<file path="config.mk">
export PLATFORM = sky130hd
export DESIGN_NAME = bfl_front
export DESIGN_NICKNAME = d
export VERILOG_FILES = /design/src/rtl/core/bfl_pkg.sv /design/src/rtl/core/bfl_front.sv
export SDC_FILE = /design/constraint.sdc
export NUM_CORES = 1
export LEC_CHECK = 0
export BUFFER_PORTS_ARGS = -buffer_cell sky130_fd_sc_hd__buf_2
export CORE_ASPECT_RATIO = 1.1
export CORE_MARGIN = 2
export CORE_UTILIZATION = 38
export CTS_CLUSTER_SIZE = 8
export DETAILED_ROUTE_END_ITERATION = 8
export GPL_TIMING_DRIVEN = 0
export HOLD_SLACK_MARGIN = 0.05
export PLACE_DENSITY = 0.76
export RECOVER_POWER = 25
export SLEW_MARGIN = 20
export SYNTH_ARGS = -nofsm -noshare
export SYNTH_HDL_FRONTEND = slang
export SYNTH_SLANG_ARGS = --single-unit
export TNS_END_PERCENT = 100
</file>
<file path="constraint.sdc">
create_clock -name clk -period 1.5 [get_ports clk]
set_clock_uncertainty 0.2 [all_clocks]
set_input_delay 0.3 -clock clk [delete_from_list [all_inputs] [get_ports clk]]
set_output_delay 0.3 -clock clk [all_outputs]
set_load 0.03 [all_outputs]
</file>
<file path="src/rtl/core/bfl_pkg.sv">
// shared types, widths and codes of the block free list allocator
`timescale 1ns / 1ps

package bfl_pkg;

    localparam int BLK_W  = 10;
    localparam int CFG_W  = 11;
    localparam int FUNC_W = 2;
    localparam int STAT_W = 2;
    localparam int OP_W   = 3;
    localparam int ADDR_W = 3;
    localparam int DATA_W = 32;

    // blocks in the largest volume, link memory depth
    localparam int MAX_BLOCKS = 1024;

    // request function codes
    localparam logic [FUNC_W-1:0] FUNC_FORMAT  = 2'd0;
    localparam logic [FUNC_W-1:0] FUNC_ALLOC   = 2'd1;
    localparam logic [FUNC_W-1:0] FUNC_RELEASE = 2'd2;
    localparam logic [FUNC_W-1:0] FUNC_NOP     = 2'd3;

    // result status codes
    localparam logic [STAT_W-1:0] STATUS_OK      = 2'd0;
    localparam logic [STAT_W-1:0] STATUS_FULL    = 2'd1;
    localparam logic [STAT_W-1:0] STATUS_INVALID = 2'd2;

    // classified operations passed from front to back
    localparam logic [OP_W-1:0] OP_FORMAT  = 3'd0;
    localparam logic [OP_W-1:0] OP_ALLOC   = 3'd1;
    localparam logic [OP_W-1:0] OP_RELEASE = 3'd2;
    localparam logic [OP_W-1:0] OP_INVALID = 3'd3;
    localparam logic [OP_W-1:0] OP_NOP     = 3'd4;

    // register index (paddr bit 2)
    localparam logic REG_BLOCK_COUNT = 1'b0;

    localparam logic [CFG_W-1:0] BLOCK_COUNT_RESET = 11'd1024;

    typedef logic [BLK_W-1:0] blk_t;
    typedef logic [CFG_W-1:0] cnt_t;

    typedef struct packed {
        logic [OP_W-1:0] op;
        blk_t            blk;
    } cmd_t;

    typedef struct packed {
        blk_t              granted;
        blk_t              free;
        logic [STAT_W-1:0] status;
    } res_t;

    // block count clamped to 1 .. MAX_BLOCKS
    function automatic cnt_t eff_count(input cnt_t bc);
        cnt_t n;
        n = bc;
        if (bc == '0) begin
            n = 11'd1;
        end
        else if (32'(bc) > MAX_BLOCKS) begin
            n = CFG_W'(MAX_BLOCKS);
        end
        return n;
    endfunction

endpackage

</file>
<file path="src/rtl/core/bfl_front.sv">
// front stage: takes requests and classifies them into operations
`timescale 1ns / 1ps

module bfl_front (
    input  logic                       clk,
    input  logic                       rst_n,
    input  logic                       push,
    output logic                       full,
    input  logic [bfl_pkg::FUNC_W-1:0] func,
    input  bfl_pkg::blk_t              block_index,
    input  bfl_pkg::cnt_t              eff_n,
    input  logic                       q_full,
    output logic                       q_wr,
    output bfl_pkg::cmd_t              q_cmd
);

    logic          valid_reg;
    logic          valid_next;
    bfl_pkg::cmd_t cmd_reg;
    bfl_pkg::cmd_t cmd_next;
    logic          accept;

    assign full   = valid_reg && q_full;
    assign accept = push && !full;
    assign q_wr   = valid_reg && !q_full;
    assign q_cmd  = cmd_reg;

    always_comb
    begin
        cmd_next     = cmd_reg;
        cmd_next.blk = block_index;
        unique case (func)
            bfl_pkg::FUNC_FORMAT:  cmd_next.op = bfl_pkg::OP_FORMAT;
            bfl_pkg::FUNC_ALLOC:   cmd_next.op = bfl_pkg::OP_ALLOC;
            bfl_pkg::FUNC_RELEASE:
            begin
                // reserved block or beyond the volume
                if (block_index == '0 || {1'b0, block_index} >= eff_n) begin
                    cmd_next.op = bfl_pkg::OP_INVALID;
                end
                else begin
                    cmd_next.op = bfl_pkg::OP_RELEASE;
                end
            end
            bfl_pkg::FUNC_NOP:     cmd_next.op = bfl_pkg::OP_NOP;
        endcase
    end

    always_comb
    begin
        valid_next = valid_reg;
        if (accept) begin
            valid_next = 1'b1;
        end
        else if (q_wr) begin
            valid_next = 1'b0;
        end
    end

    always_ff @(posedge clk or negedge rst_n)
    begin
        if (!rst_n) begin
            valid_reg <= 1'b0;
        end
        else begin
            valid_reg <= valid_next;
        end
    end

    always_ff @(posedge clk)
    begin
        if (accept) begin
            cmd_reg <= cmd_next;
        end
    end

endmodule

</file>
# --- Word-level counts from Yosys, hierarchy flattened ---
# Index checks and enable logic that the tools add are counted.
totals:
  register_bits: 14
  input_bits: 27
  output_inout_bits: 15
  word_cells: 20
classes:
  order_cmp: 1
  eq_ne: 3
  n_mux: 4
  n_reduce_logical: 9
ops:
  columns: ["cell", "n"]
  rows:
  - ["$pmux 3 s4", 1]
  - ["$ge 10x11->1", 1]
  - ["$logic_not 10->1", 1]
  - ["$eq 2x2->1 const B", 2]
  - ["$logic_and 1x1->1", 3]
  - ["$mux 1", 3]
  - ["$eq 2x1->1 const B", 1]
  - ["$logic_not 1->1", 2]
  - ["$logic_not 2->1", 1]
  - ["$reduce_bool 2->1", 1]
  - ["$logic_or 1x1->1", 1]

# --- Depth between registers and ports, before layout ---
depth:
  depth_word: 4
  ltp_mapped: 6

# --- Worst setup path before layout ---
# OpenSTA, ideal clock, no wires.
synth_path:
  kind: "register to register"
  from: "register valid_reg"
  to: "register cmd_reg, in the netlist q_cmd[0], enable pin"
  setup_ns: 0.384
  t_arrival_ns: 1.263
  slack_ns: -0.347
  stages_incl_launch_ff: 3
  n_path_buf: 0
  synth_period_minus_slack_ns: 1.847
  cell_sequence: "dfrtp_1 and2_1 nor2b_1"
synth_between:
  elab_chain_cells: 3
synth_lines:
  columns: ["element", "line_no", "text"]
  rows:
  - ["start, declared", "bfl_front.sv:17", "logic valid_reg;"]
  - ["start signal, assigned", "bfl_front.sv:66", "valid_reg <= valid_next;"]
  - ["$logic_and 1x1->1", "bfl_front.sv:23", "assign full = valid_reg && q_full;"]
  - ["net full", "bfl_front.sv:8", "output logic full,"]
  - ["$logic_not 1->1", "bfl_front.sv:24", "assign accept = push && !full;"]
  - ["$logic_and 1x1->1", "bfl_front.sv:24", null]
  - ["net accept", "bfl_front.sv:21", "logic accept;"]
  - ["end signal, assigned", "bfl_front.sv:73", "cmd_reg <= cmd_next;"]
  - ["end, declared", "bfl_front.sv:19", "bfl_pkg::cmd_t cmd_reg;"]
# The timed path passes the listed nets, and every way through them passes these cells.
# A chain may end at the register's enable or synchronous reset.

==> run summary <==
Worst-path clk slew -> 0.08 ns
Final Max Slew Viols -> 0
CTS buffer count -> 3
Max VDD drop -> 348 uV
# rows -> 16
area grow syn2layout -> 59.4%
total track usage -> 0.146
# diodes -> 0
sequential share of the synthesized area -> 0.555
CP delay by family, top -> compound AO/OA/AOI/OAI gates
Tmin final -> 1.52 ns
die width -> 46.3 um
CP Capture Type -> flop
slew margin rel. -> 0.758
largest net degree at the start of global routing -> 14
initial antenna violation count -> 0
leakage -> 0.553 nW
Layout Nets -> 156
non-filler instance count after layout -> 145
status -> finished with violations
routed len/inst -> 10.7 um
die height -> 50.5 um
clk root buf -> clkbuf_4
RSZ-0062 raised after global routing -> true
power per cell area -> 753 nW/um^2
period utilization -> 1.02
routability cong. -> 0.705
RR Startpoint -> valid_reg
max FFs per register -> 13
placed cell count -> 129
final hold vios -> 0
Antenna Nets Post-Route -> 0
largest fanout on the critical path -> 2
CP bufs+invs -> 2
Final setup viols -> 1
via/cell ratio -> 4.46
Vias -> 647
Max Clk Rate -> 657 MHz
first drt pass iteration count -> 3
mapped cell area -> 748 sq um
vias in the first global route -> 606
HP Start -> block_index[0]
most frequent cells in the layout -> 30 x buf_2, 13 x edfxtp_1, 11 x inv_1, 11 x dlygate4sd3_1
most common cell after layout, fill and taps aside -> buf_2
total of max-cap violations -> 0
CTS Sinks -> 14
clk_lat worst skew -> 0.26 ns
crit path launch -> block_index[0]
grt ovf -> 0
CTS tree -> done
Worst Slack Setup Final -> -0.0229 ns
worst hold slack -> 0.111 ns
clk buf depth -> 2
layout cells sized above 1 -> 0.398
DP HPWL -> 1.18 mm
WS Path Type -> in -> reg
Mapped Nets -> 98
slowest CP cell -> a211o_1
worst slack, placed -> -0.378 ns
Cell variety after synth -> 20
Worst EP required -> 1.32 ns
H-tree depth -> 1
fin area -> 1190 sq um
CP Cell Sequence -> buf_8 > clkinv_4 > ha_4 > nand2b_4 > a211o_1 > a211oi_2 > o211ai_1
crit start category -> primary input
Core ar. -> 1820 sq um
Yosys warnings -> 0
Placed Area -> 1010 sq um
Total Die Area -> 2340 sq um
slowest cell delay on critical path -> 0.26 ns
Initial Util -> 0.411
DRT iter0 DRCs -> 9
CP arrival -> 1.34 ns
Worst-Margin Slew -> 0.362 ns
Hold Crit Class -> in -> reg
IO buf count -> 41
num ports -> 42
first-pass GRT wire length -> 2.43 mm
final wirelength -> 1.56 mm
Pwr Total -> 0.000898 W
register bit total from synthesis -> 14
synthesized area per cell -> 12.3 sq um
failing checks -> setup timing
drt drc -> 0
Synth Instances -> 61
-- area by class of cell --
type	count	area, sq um
fill	144	629
sequential	14	415
timing repair buffer	53	339
multi-input combinational	35	328
inverter	12	50.0
tap	27	33.8
clock buffer	4	26.3
-- per-stage QoR --
stage	util	setup TNS [ns]
floorplan	-	-0.116
global placement	0.556	-0.344
detailed placement	0.556	-0.378
CTS	0.646	-0.0721
global route	0.655	-0.0764
finish	0.655	-0.0229
-- Yosys cell counts (all sizes together) --
cell type / instances / area [sq um]
a211o: 1 / 8.76
a211oi: 2 / 20.0
a21oi: 1 / 5.00
a32oi: 1 / 8.76
and2: 2 / 12.5
dfrtp: 1 / 25.0
edfxtp: 13 / 390
ha: 10 / 125
inv: 12 / 45.0
nand2b: 2 / 20.0
nand4: 2 / 12.5
nor2: 4 / 15.0
nor2b: 3 / 18.8
nor3: 1 / 5.00
nor4: 2 / 12.5
o211ai: 1 / 7.51
o21ai: 2 / 10.0
or2: 1 / 6.26
-- metal layers --
layer	track usage	routed length (um)
met1	0.159	577
met5	0	0
met4	0.114	48
met3	0.0216	89
met2	0.241	842
-- report_power, final --
group          internal, W  switching (W)  leakage (nW)
Combinational     0.000109       0.000126         0.402
Clock             0.000103       0.000103        0.0150
Sequential        0.000453     0.00000418         0.135
-- worst paths after layout --
| check | end | slack [ns] | depth (start not counted) |
|---|---|---|---|
| setup / recovery | q_cmd[10] | -0.02 | 7 |
| hold / removal | q_cmd[0] | 0.11 | 2 |
| setup reg to reg | q_cmd[5] | 0.11 | 2 |
| hold reg to reg | valid_reg | 0.45 | 2 |
| max in group asynchronous | valid_reg | 0.87 | 2 |
| min in group asynchronous | valid_reg | 0.15 | 2 |
-- cells by family (layout without fill, tap and decap cells) --
kind of cell    Yosys count  in the layout  synth area share
simple gates             17             17             0.137
compound gates            8              8            0.0803
buf+inv                  12             69            0.0602
fa+ha+maj                10             10             0.167
flops                    14             14             0.555
-- what timing repair did --
| item | 4_1_cts | 5_1_grt |
|---|---|---|
| hold endpoints to repair | 11 | 0 |
| resized for setup | 6 | 6 |
| endpoints found under the setup margin | 2 | 3 |
| pin swaps | 3 | 3 |
| buffers inserted | 1 | 0 |
| hold buffers | 11 | 0 |
Note: power is estimated with default switching activity, not from simulation.
