[config.mk]
export PLATFORM = sky130hd
export DESIGN_NAME = bfl_queue
export DESIGN_NICKNAME = d
export VERILOG_FILES = /design/src/rtl/core/bfl_pkg.sv /design/src/rtl/core/bfl_queue.sv
export SDC_FILE = /design/constraint.sdc
export NUM_CORES = 1
export LEC_CHECK = 0
export BUFFER_PORTS_ARGS = -buffer_cell sky130_fd_sc_hd__buf_2
export CORE_MARGIN = 2
export CORE_UTILIZATION = 45
export CTS_CLUSTER_DIAMETER = 120
export DETAILED_ROUTE_END_ITERATION = 10
export PLACE_DENSITY = 0.78
export SETUP_SLACK_MARGIN = 0.2
export SYNTH_ARGS = -nofsm -noshare
export SYNTH_HDL_FRONTEND = slang
export SYNTH_SLANG_ARGS = --single-unit
export TNS_END_PERCENT = 50
[constraint.sdc]
create_clock -name clk -period 1.1 [get_ports clk]
set_clock_uncertainty 0.05 [all_clocks]
set_input_delay 0.22 -clock clk [delete_from_list [all_inputs] [get_ports clk]]
set_output_delay 0.22 -clock clk [all_outputs]
set_load 0.03 [all_outputs]
[src/rtl/core/bfl_pkg.sv]
// shared types, widths and codes of the block free list allocator
`timescale 1ns / 1ps

package bfl_pkg;

    localparam int BLK_W  = 10;
    localparam int CFG_W  = 11;
    localparam int FUNC_W = 2;
    localparam int STAT_W = 2;
    localparam int OP_W   = 3;
    localparam int ADDR_W = 3;
    localparam int DATA_W = 32;

    // blocks in the largest volume, link memory depth
    localparam int MAX_BLOCKS = 1024;

    // request function codes
    localparam logic [FUNC_W-1:0] FUNC_FORMAT  = 2'd0;
    localparam logic [FUNC_W-1:0] FUNC_ALLOC   = 2'd1;
    localparam logic [FUNC_W-1:0] FUNC_RELEASE = 2'd2;
    localparam logic [FUNC_W-1:0] FUNC_NOP     = 2'd3;

    // result status codes
    localparam logic [STAT_W-1:0] STATUS_OK      = 2'd0;
    localparam logic [STAT_W-1:0] STATUS_FULL    = 2'd1;
    localparam logic [STAT_W-1:0] STATUS_INVALID = 2'd2;

    // classified operations passed from front to back
    localparam logic [OP_W-1:0] OP_FORMAT  = 3'd0;
    localparam logic [OP_W-1:0] OP_ALLOC   = 3'd1;
    localparam logic [OP_W-1:0] OP_RELEASE = 3'd2;
    localparam logic [OP_W-1:0] OP_INVALID = 3'd3;
    localparam logic [OP_W-1:0] OP_NOP     = 3'd4;

    // register index (paddr bit 2)
    localparam logic REG_BLOCK_COUNT = 1'b0;

    localparam logic [CFG_W-1:0] BLOCK_COUNT_RESET = 11'd1024;

    typedef logic [BLK_W-1:0] blk_t;
    typedef logic [CFG_W-1:0] cnt_t;

    typedef struct packed {
        logic [OP_W-1:0] op;
        blk_t            blk;
    } cmd_t;

    typedef struct packed {
        blk_t              granted;
        blk_t              free;
        logic [STAT_W-1:0] status;
    } res_t;

    // block count clamped to 1 .. MAX_BLOCKS
    function automatic cnt_t eff_count(input cnt_t bc);
        cnt_t n;
        n = bc;
        if (bc == '0) begin
            n = 11'd1;
        end
        else if (32'(bc) > MAX_BLOCKS) begin
            n = CFG_W'(MAX_BLOCKS);
        end
        return n;
    endfunction

endpackage

[src/rtl/core/bfl_queue.sv]
// two-entry operation queue between front and back
`timescale 1ns / 1ps

module bfl_queue (
    input  logic          clk,
    input  logic          rst_n,
    input  logic          wr,
    input  bfl_pkg::cmd_t wr_cmd,
    output logic          q_full,
    input  logic          rd,
    output logic          q_empty,
    output bfl_pkg::cmd_t rd_cmd
);

    bfl_pkg::cmd_t slot_reg [2];
    logic          wr_ptr_reg;
    logic          wr_ptr_next;
    logic          rd_ptr_reg;
    logic          rd_ptr_next;
    logic [1:0]    count_reg;
    logic [1:0]    count_next;

    assign q_full  = (count_reg == 2'd2);
    assign q_empty = (count_reg == 2'd0);
    assign rd_cmd  = slot_reg[rd_ptr_reg];

    always_comb
    begin
        wr_ptr_next = wr_ptr_reg ^ wr;
        rd_ptr_next = rd_ptr_reg ^ rd;
        count_next  = count_reg;
        if (wr && !rd) begin
            count_next = count_reg + 2'd1;
        end
        else if (rd && !wr) begin
            count_next = count_reg - 2'd1;
        end
    end

    always_ff @(posedge clk or negedge rst_n)
    begin
        if (!rst_n) begin
            wr_ptr_reg <= 1'b0;
            rd_ptr_reg <= 1'b0;
            count_reg  <= 2'd0;
        end
        else begin
            wr_ptr_reg <= wr_ptr_next;
            rd_ptr_reg <= rd_ptr_next;
            count_reg  <= count_next;
        end
    end

    always_ff @(posedge clk)
    begin
        if (wr) begin
            slot_reg[wr_ptr_reg] <= wr_cmd;
        end
    end

endmodule

# Yosys cells after proc, flatten, opt, wreduce, memory -nomap -nowiden

Memories as Yosys holds them, arrays and structs flattened.
Index checks and enable logic that the tools add are counted.

Add/sub/neg operators: 2
Bitwise logic cells: 2
Reductions and logical operators: 6
Muxes and demuxes: 4
Equal/unequal tests: 1

Operators with widths:

| kind                                                               | count |
|---|---|
| 2-bit 2-to-1 mux                                                   | 2 |
| 2-bit by 1-bit adder with 2-bit output, second input constant      | 1 |
| 2-bit == test, second input constant                               | 1 |
| 1-bit logical AND                                                  | 2 |
| 1-bit zero test                                                    | 2 |
| 2-bit zero test                                                    | 1 |
| 1-bit 2-to-1 mux                                                   | 2 |
| 2-bit nonzero test                                                 | 1 |
| 2-bit by 1-bit subtractor with 2-bit output, second input constant | 1 |
| 1-bit bitwise XOR                                                  | 2 |

Bits in registers: 4
Word-level logic and storage cells: 19
Input port bits: 17
Memories: 1
Bits in writable memories: 26

Memory list:

| memory   | words | bits a word | read ports | clocked after memory_dff | wr ports | line            | text |
|---|---|---|---|---|---|---|---|
| slot_reg | 2     | 13          | 1          | 0                        | 1        | bfl_queue.sv:15 | `bfl_pkg::cmd_t slot_reg [2];` |

# Longest topological paths before layout

Gate-level depths: netlist of the first run.

Depth in word-level cells: 4
Gate-level depth with buffers: 5
Depth with buffers taken out: 5

# Worst setup path before layout of the first run

Ideal clock, no wire load.

Path type: reg-to-output
Start point: register rd_ptr_reg
End point: output port rd_cmd[0] (netlist bit)
Slack: -149 ps
Data arrival time: 979 ps
Cell stages (with the launch flop): 3
Data required time: 830 ps
Cells stage by stage: dfrtp_1 buf_6 mux2_2

RTL lines:

| what                   | line            | text |
|---|---|---|
| start, declared        | bfl_queue.sv:18 | `logic rd_ptr_reg;` |
| start signal, assigned | bfl_queue.sv:49 | `rd_ptr_reg <= rd_ptr_next;` |
| end, declared          | bfl_queue.sv:12 | `output bfl_pkg::cmd_t rd_cmd` |

==> results of run 1 <==
==> synth_stat cells <==
cell type / number
edfxtp_1: 26
buf_6: 1
xor2_1: 3
xnor2_1: 1
ha_1: 3
nor2b_1: 1
mux2_2: 13
nor2_1: 2
inv_1: 3
dfrtp_1: 4
==> report_power, final <==
part | switching (uW) | internal [uW] | total [uW] | leakage, uW
Clock | 386 | 477 | 863 | 0.0000374
Sequential | 127 | 1530 | 1660 | 0.000291
Combinational | 1040 | 1180 | 2210 | 0.000396
Total | 1550 | 3180 | 4730 | 0.000724
==> final cells by class <==
| type | count | area (sq um) |
|---|---|---|
| timing repair buffer | 44 | 383 |
| clock buffer | 5 | 37.5 |
| clock inverter | 3 | 45.0 |
| tap | 30 | 37.5 |
| sequential | 30 | 881 |
| multi-input combinational | 23 | 304 |
| inverter | 3 | 11.3 |
| fill | 175 | 733 |
==> path summary, 6_finish.rpt <==
kind | from | endpoint | slack (ns) | cells after the start
max in group asynchronous | rst_n | wr_ptr_reg | 0.71 | 2
min in group asynchronous | rst_n | count_reg[1] | 0.17 | 2
min | wr_cmd[12] | slot_reg[0][12] | 0.03 | 1
max reg2reg | count_reg[0] | count_reg[1] | -0.03 | 4
max | rd_ptr_reg | rd_cmd[8] | -0.56 | 3
min reg2reg | count_reg[1] | count_reg[1] | 0.55 | 2
==> cell usage in the layout, fill, tap and decap left out, drive strengths merged <==
cell	Yosys	final
nor2b	1	1
inv	3	3
bufinv	0	1
edfxtp	26	26
dfrtp	4	4
buf	1	41
clkbuf	0	5
clkinvlp	0	2
nor2	2	2
xnor2	1	1
ha	3	3
dlygate4sd3	0	3
xor2	3	3
mux2	13	13
==> logic make-up (layout without fill, tap and decap cells) <==
group | after synthesis | count (layout) | share of synthesized area
xor gates and xnor gates | 4 | 4 | 0.0308
buffers and inverters | 4 | 55 | 0.0198
muxes | 13 | 13 | 0.129
and+or+nand+nor | 3 | 3 | 0.0121
adders and majority gates | 3 | 3 | 0.0330
DFF | 30 | 30 | 0.775
==> stage by stage <==
step / cell area (sq um) / setup TNS, ns / instances
3_5_place_dp: 1410 / -2.58 / 121
2_1_floorplan: 1180 / -1.96 / 57
4_1_cts: 1640 / -8.10 / 133
3_3_place_gp: 1410 / -2.20 / 121
6_report: 1700 / -7.33 / 138
5_1_grt: 1700 / -9.04 / 138
==> repair_timing <==
| item | 4_1_cts | 5_1_grt |
|---|---|---|
| endpoints found under the setup margin | 42 | 44 |
| pin swaps | 1 | 3 |
| buffers inserted | 3 | 3 |
| endpoints found under the hold margin | 4 | 4 |
| resized for setup | 37 | 2 |
| hold buffers | 1 | 2 |
==> per-layer routing <==
metal / global-route usage / up-vias / wire, microns
met1: 0.157 / 304 / 686
li1: - / 312 / -
met3: 0.0710 / 5 / 136
met2: 0.249 / 25 / 988
met5: 0 / - / 0
met4: 0.0875 / 0 / 34
==> critical path: cells and delay by family (launching register included) <==
family,cells,cell delay [ns]
buffers and inverters,2,0.34
DFF,1,0.43
muxes,1,0.29
==> flow_summary.json, run 1 <==
{
  "status": "complete, but fails checks",
  "hold_class": "in -> reg",
  "drive_above_1_share": 0.611,
  "syn_area_sq_um": 1140,
  "setup_viol": 16,
  "syn_area_per_cell_sq_um": 19.9,
  "worstSetupStartpointType": "flop",
  "ios": 32,
  "synth_top_area_frac": 0.687,
  "detailedPlace.worstSlack_ns": -0.217,
  "cp_max_fo": 3,
  "die_area_sq_um": 2940,
  "syn_to_final_growth_pct": 49.6,
  "grt_antenna_before_repair": 0,
  "dp_hpwl_microns": 1250,
  "ir_worst_vdd_mv": 1.91,
  "worstMarginPinSlew_ns": 0.190,
  "setup_ws_ns": -0.556,
  "period_needed_ns": 1.66,
  "pwr_density_cell_nw_per_um2": 2790,
  "post_drt_wl_per_cell_microns": 13.4,
  "dr.pass1.iters": 4,
  "gr-total-overflow": 0,
  "slowest_delay_ns": 0.43,
  "crit_chain": "buf_4, mux2_4, buf_4",
  "antenna_cells": 0,
  "clock_latency_ns": 0.33,
  "critPathSlowestCell": "dfrtp_1",
  "nets": 127,
  "grt_pass1_wl_microns": 2800,
  "route.detailed.drc": 0,
  "yosys_warnings": 0,
  "via_per_inst": 4.68,
  "violations": "setup timing",
  "fmax_ghz": 0.604,
  "grt_pass1_vias": 632,
  "clockBufferDepth": 2,
  "cts_tree": "yes",
  "global_route.usage.total": 0.151,
  "die_height_microns": 54.2,
  "initial_core_util": 0.467,
  "required_ns": 0.83,
  "hold_viol_final": 0,
  "drtIter0Drc": 14,
  "slew_headroom": 0.873,
  "place_congestion": 0.578,
  "cp_common_cell": "buf_4",
  "fin_crit_sh": 1.51,
  "endpoint_kind": "primary output",
  "holdWs_ns": 0.0262,
  "cts_buffers": 5,
  "yosysTopAreaCell": "edfxtp_1",
  "fp.dieW_microns": 54.2,
  "max-cap-violations": 0,
  "path_class": "reg -> out",
  "critPathArrivalTime_ns": 1.39,
  "cts.sink_count": 30,
  "wirelength_microns": 1850,
  "synth.area.top_cells": "edfxtp_1 (69%), mux2_2 (13%), dfrtp_1 (8.8%)",
  "ys_seq_area_frac": 0.775,
  "synth_cell_types": 10,
  "core_sq_um": 2430,
  "power_uw": 4730,
  "largest_reg_flops": 26,
  "utilization": 0.699,
  "synthCells": 57,
  "synth-seq-cells": 30,
  "portBuffers": 31,
  "rsz0062_at_grt": "yes",
  "rows": 18,
  "cts_root_buffer": "clkbuf_4",
  "power_leakage_uw": 0.000724,
  "detail-route-antenna-nets": 0,
  "syn_nets": 77,
  "grt_max_degree": 14,
  "clk_pin_slew_ns": 0.10,
  "vias": 646,
  "htree_levels": 2,
  "finalMaxSlewViolations": 0
}
Power figures use the tool's default switching activity.
==> run 2: changes to the inputs <==
--- a/config.mk
+++ b/config.mk
@@ -6,11 +6,11 @@
 export NUM_CORES = 1
 export LEC_CHECK = 0
 export BUFFER_PORTS_ARGS = -buffer_cell sky130_fd_sc_hd__buf_2
-export CORE_MARGIN = 2
 export CORE_UTILIZATION = 45
 export CTS_CLUSTER_DIAMETER = 120
 export DETAILED_ROUTE_END_ITERATION = 10
 export PLACE_DENSITY = 0.78
+export REMOVE_ABC_BUFFERS = 1
 export SETUP_SLACK_MARGIN = 0.2
 export SYNTH_ARGS = -nofsm -noshare
 export SYNTH_HDL_FRONTEND = slang
==> run 2 against run 1 <==
The flow still finishes with violations (setup timing). Clock-buffer cell count rose by 1. Combinational power decreased by 5%. Core utilization grew 0.57 points. Routed wire length rose by 6.4%. Power decreased by 8.8%. Cell area shrank 4.8%. Critical path depth did not move. Sequential power is essentially flat. Non-clock buffer count is 2 lower. Maximum frequency grew 1.4%. Sequential share of layout area up 2.6 points. Largest power group unchanged.
==> flow_summary.json, run 2 (synthesis gave the netlist of run 1 again) <==
{
  "dp_hpwl_microns": 1290,
  "cp_max_fo": 13,
  "fill_cells": 161,
  "power_leakage_uw": 0.000657,
  "violations": "setup timing",
  "final_cell_area_sq_um": 1620,
  "finalMaxSlewViolations": 0,
  "detail-route-antenna-nets": 0,
  "die_height_microns": 52.2,
  "worstMarginPinSlew_ns": 0.138,
  "clock_latency_ns": 0.31,
  "post_drt_wl_per_cell_microns": 14.6,
  "core_sq_um": 2300,
  "crit_chain": "buf_12, mux2_2, buf_6",
  "cts.sink_count": 30,
  "wirelength_microns": 1960,
  "fmax_ghz": 0.613,
  "grt_pass1_wl_microns": 3100,
  "grt_max_degree": 14,
  "cts_tree": "yes",
  "fin_crit_sh": 1.48,
  "pwr_density_cell_nw_per_um2": 2670,
  "grt_antenna_before_repair": 0,
  "setup_ws_ns": -0.533,
  "ir_worst_vdd_mv": 1.70,
  "rrSetupSlack_ns": -0.03,
  "htree_levels": 2,
  "clk_pin_slew_ns": 0.09,
  "gr-total-overflow": 0,
  "slew_headroom": 0.908,
  "critPathArrivalTime_ns": 1.36,
  "fp.dieW_microns": 52.2,
  "cts_buffers": 5,
  "via_per_inst": 4.90,
  "antenna_cells": 0,
  "syn_to_final_growth_pct": 42.4,
  "max-cap-violations": 0,
  "status": "complete, but fails checks",
  "hold_viol_final": 0,
  "route.detailed.drc": 0,
  "layout_commonest_cell": "edfxtp_1",
  "drtIter0Drc": 6,
  "dr.pass1.iters": 3,
  "critPathSlowestCell": "dfrtp_1",
  "detailedPlace.worstSlack_ns": -0.208,
  "place_congestion": 0.582,
  "drive_above_1_share": 0.594,
  "ios": 32,
  "initial_core_util": 0.495,
  "holdWs_ns": 0.0387,
  "required_ns": 0.83,
  "cts_root_buffer": "clkbuf_4",
  "vias": 657,
  "portBuffers": 31,
  "rsz0062_at_grt": "yes",
  "setup_viol": 25,
  "largest_reg_flops": 26,
  "hold_class": "in -> reg",
  "nets": 125,
  "cp_top_family": "flip-flops",
  "path_buf_inv": 2,
  "worstSetupStartpointType": "flop",
  "rows": 17,
  "path_class": "reg -> out",
  "placed_cell_area_sq_um": 1370,
  "power_uw": 4320,
  "clockBufferDepth": 2,
  "slowest_delay_ns": 0.40,
  "die_area_sq_um": 2730,
  "global_route.usage.total": 0.174,
  "grt_pass1_vias": 710,
  "final_cell_mix": "edfxtp_1 (26), buf_6 (18), buf_2 (16)",
  "period_needed_ns": 1.63,
  "endpoint_kind": "primary output"
}
[run 2: changes by cell type in the layout (fill, tap and decap cells not counted), moves of 2 or more]
cell,delta
buf_4,-3
dlygate4sd3_1,-2
mux2_4,-13
clkinvlp_4,-2
buf_6,+2
mux2_2,+13
[run 2: final cells by class]
type / count / area [sq um] / share of cell area
Clock buffer: 6 / 41.3 / 0.0255
Clock inverter: 2 / 8.76 / 0.00541
Inverter: 3 / 11.3 / 0.00696
Multi-Input combinational cell: 23 / 258 / 0.159
Sequential cell: 30 / 881 / 0.544
Tap cell: 28 / 35.0 / 0.0217
Timing Repair Buffer: 42 / 383 / 0.237
[run 2: power by group]
part | internal [uW] | switching [uW]
Clock | 239 | 341
Combinational | 1070 | 1030
Sequential | 1530 | 113
Total | 2840 | 1480
[run 2: path summary, 6_finish.rpt]
kind	from	endpoint	depth (start not counted)
setup reg to reg	count_reg[0]	count_reg[1]	4
min in group asynchronous	rst_n	count_reg[1]	2
max in group asynchronous	rst_n	wr_ptr_reg	2
hold / removal	rd	rd_ptr_reg	2
setup / recovery	rd_ptr_reg	rd_cmd[4]	3
hold reg to reg	count_reg[1]	count_reg[1]	2
[run 2: worst register-to-register path: stages, from the launching register on]
cell	delay, ns
dfrtp_1	0.42
buf_6	0.14
xor2_1	0.15
nor2_1	0.14
xor2_1	0.16
[run 2: layer usage]
layer / track usage / share of wire / wire, microns
met5: 0 / 0 / 0
met1: 0.187 / 0.40 / 788
met2: 0.299 / 0.54 / 1060
met4: 0.0921 / 0.012 / 23
met3: 0.0609 / 0.046 / 91
[run 2: what timing repair did]
item / in CTS / in global routing
cloned: 1 / 1
setup buffers: 2 / 0
gates resized for setup: 38 / 3
setup endpoints to repair: 42 / 42
pin swaps: 1 / 2
hold endpoints to repair: 4 / 0
hold buffers: 1 / 0
[run 2: per-stage QoR]
stage	TNS (ns)	std cells	util
floorplan	-4.97	56	-
global placement	-2.50	121	0.597
detailed placement	-3.08	121	0.597
CTS	-7.53	133	0.686
global route	-8.91	134	0.704
finish	-7.29	134	0.704
==> run 3: changes to the inputs <==
--- a/config.mk
+++ b/config.mk
@@ -5,6 +5,7 @@
 export SDC_FILE = /design/constraint.sdc
 export NUM_CORES = 1
 export LEC_CHECK = 0
+export ABC_AREA = 1
 export BUFFER_PORTS_ARGS = -buffer_cell sky130_fd_sc_hd__buf_2
 export CORE_UTILIZATION = 45
 export CTS_CLUSTER_DIAMETER = 120
==> run 3 against run 2 <==
The run still ends with setup timing left. Synthesized cell count grew 12%. Cell area shrank 1.5%. Largest cell class unchanged. Critical path depth is the same. Maximum frequency shrank 0.56%. Sequential share of layout area grew 0.86 points. First-iteration DRC count grew 83%. Core utilization shrank 1.7 points. Power shrank 1.3%. Area after synthesis grew 1.5%. Critical endpoint is now rd_cmd[10]. Sequential power is essentially flat. Routed wire length shrank 3.2%.
==> flow_summary.json, run 3 <==
{
  "ff_latch_area_sq_um": 881,
  "cts_tree": "yes",
  "dp_hpwl_microns": 1400,
  "status": "complete, but fails checks",
  "synth_ff_type": "edfxtp_1",
  "finalMaxSlewViolations": 0,
  "tns_ns": -7.01,
  "drtIter0Drc": 11,
  "cp_max_fo": 9,
  "netlist_top_cells_count": "edfxtp_1 (26), mux2_2 (13), inv_1 (7)",
  "drive_above_1_share": 0.577,
  "path_class": "reg -> out",
  "via_per_inst": 4.81,
  "fp.dieW_microns": 52.6,
  "nets": 130,
  "cts.sink_count": 30,
  "critPathArrivalTime_ns": 1.37,
  "hold_viol_final": 0,
  "htree_levels": 2,
  "yosysTopAreaCell": "edfxtp_1",
  "pwr_density_cell_nw_per_um2": 2680,
  "r2r_start": "wr_ptr_reg",
  "grt_pass1_vias": 649,
  "global_route.usage.total": 0.163,
  "cts_root_buffer": "clkbuf_4",
  "p_int_uw": 2790,
  "violations": "setup timing",
  "post_drt_wl_per_cell_microns": 13.7,
  "ios": 32,
  "initial_core_util": 0.498,
  "yosys_warnings": 0,
  "p_switching_uw": 1470,
  "power_uw": 4260,
  "grt_pass1_wl_microns": 2900,
  "wirelength_microns": 1900,
  "placed_cell_area_sq_um": 1390,
  "clk_pin_slew_ns": 0.09,
  "dr.pass1.iters": 3,
  "endpoint_kind": "primary output",
  "detail-route-antenna-nets": 0,
  "place_congestion": 0.644,
  "final_cell_mix": "edfxtp_1 (26), buf_2 (16), buf_6 (12)",
  "swShare": 0.344,
  "seqPwrFrac": 0.384,
  "max-cap-violations": 0,
  "antenna_cells": 0,
  "ir_worst_vdd_mv": 1.54,
  "syn_area_per_cell_sq_um": 18.0,
  "pwr-share-comb": 0.466,
  "crit_start": "rd_ptr_reg",
  "ys_seq_area_frac": 0.764,
  "synth_top_area_frac": 0.677,
  "clockBufferDepth": 2,
  "rsz0062_at_grt": "yes",
  "layout_commonest_cell": "edfxtp_1",
  "synth.area.top_cells": "edfxtp_1 (68%), mux2_2 (13%), dfrtp_1 (8.7%)",
  "synth_cell_types": 12,
  "rrSetupSlack_ns": 0.03,
  "portBuffers": 31,
  "synth-seq-cells": 30,
  "core_sq_um": 2320,
  "syn_to_final_growth_pct": 38.1,
  "die_area_sq_um": 2770,
  "synthCells": 64,
  "clock_latency_ns": 0.31,
  "setup_viol": 15,
  "vias": 668,
  "fill_cells": 164,
  "fin_crit_sh": 1.49,
  "async_flop_share": 0.133,
  "grt_antenna_before_repair": 0,
  "multi_input_area_sq_um": 275,
  "synth-edff-count": 26,
  "hold_class": "in -> reg",
  "period_needed_ns": 1.64,
  "power_leakage_uw": 0.000679,
  "rows": 17,
  "worstMarginPinSlew_ns": 0.140,
  "die_height_microns": 52.6,
  "setup_ws_ns": -0.542,
  "utilization": 0.687,
  "synth_most_common_cell": "edfxtp_1",
  "gr-total-overflow": 0,
  "worstSetupStartpointType": "flop",
  "required_ns": 0.83,
  "hp-start": "rd",
  "fmax_ghz": 0.609,
  "pwr-share-clk": 0.151,
  "final_cell_area_sq_um": 1590,
  "cts_buffers": 5,
  "syn_area_sq_um": 1150,
  "route.detailed.drc": 0,
  "grt_max_degree": 10,
  "largest_reg_flops": 26,
  "slew_headroom": 0.907
}
[run 3: final timing paths]
kind / to / cells past startpoint
min: rd_ptr_reg / 2
max: rd_cmd[10] / 3
min in group asynchronous: count_reg[1] / 2
max reg2reg: slot_reg[0][9] / 3
max in group asynchronous: wr_ptr_reg / 2
min reg2reg: count_reg[1] / 2
[run 3: final cells by class]
| class | count | area share |
|---|---|---|
| multi-input combinational | 26 | 0.173 |
| tap | 28 | 0.0220 |
| clock inverter | 1 | 0.00314 |
| sequential | 30 | 0.553 |
| clock buffer | 7 | 0.0346 |
| inverter | 7 | 0.0165 |
| timing repair buffer | 40 | 0.198 |
[run 3: worst max-delay path, stage by stage, from the launching register on]
cell and delay (ns):
dfrtp_1 0.38, buf_6 0.17, mux2_2 0.36, buf_6 0.14
[run 3: metal layers]
layer / vias to the layer above / routed length [microns] / global-route usage
met5: - / 0 / 0
met4: 0 / 0 / 0.0614
met3: 0 / 121 / 0.113
met2: 26 / 1070 / 0.251
met1: 318 / 707 / 0.173
li1: 324 / - / -
[run 3: kinds of logic after synthesis]
| logic type | after synthesis | synth area share |
|---|---|---|
| XOR/XNOR | 2 | 0.0152 |
| flip-flops | 30 | 0.764 |
| buffers and inverters | 8 | 0.0325 |
| AND/OR/NAND/NOR | 8 | 0.0293 |
| multiplexers | 13 | 0.127 |
| adder cells (fa/ha/maj) | 3 | 0.0325 |
[run 3: repair_timing]
action,CTS,global route
pin swaps,1,1
buffers inserted,1,0
setup endpoints to repair,42,44
resized for setup,27,14
hold buffers,1,0
endpoints found under the hold margin,4,0
[run 3: stage by stage]
stage / cells / hold slack [ns] / setup WS [ns]
after detailed placement: 129 / -0.0170 / -0.198
after global placement: 129 / -0.0209 / -0.190
final: 139 / 0.0405 / -0.542
after floorplan: 63 / -0.126 / -0.217
after global routing: 139 / 0.00284 / -0.624
after CTS: 139 / 0.0214 / -0.536
[run 3: power groups by stage]
| stage | registers, uW | logic (uW) | clock network, uW |
|---|---|---|---|
| final | 1640 | 1980 | 642 |
| after global routing | 1650 | 2110 | 729 |
| after CTS | 1620 | 1840 | 671 |
| after detailed placement | 1650 | 1530 | 0 |
| after global placement | 1630 | 1510 | 0 |
| after floorplan | 1690 | 984 | 0 |
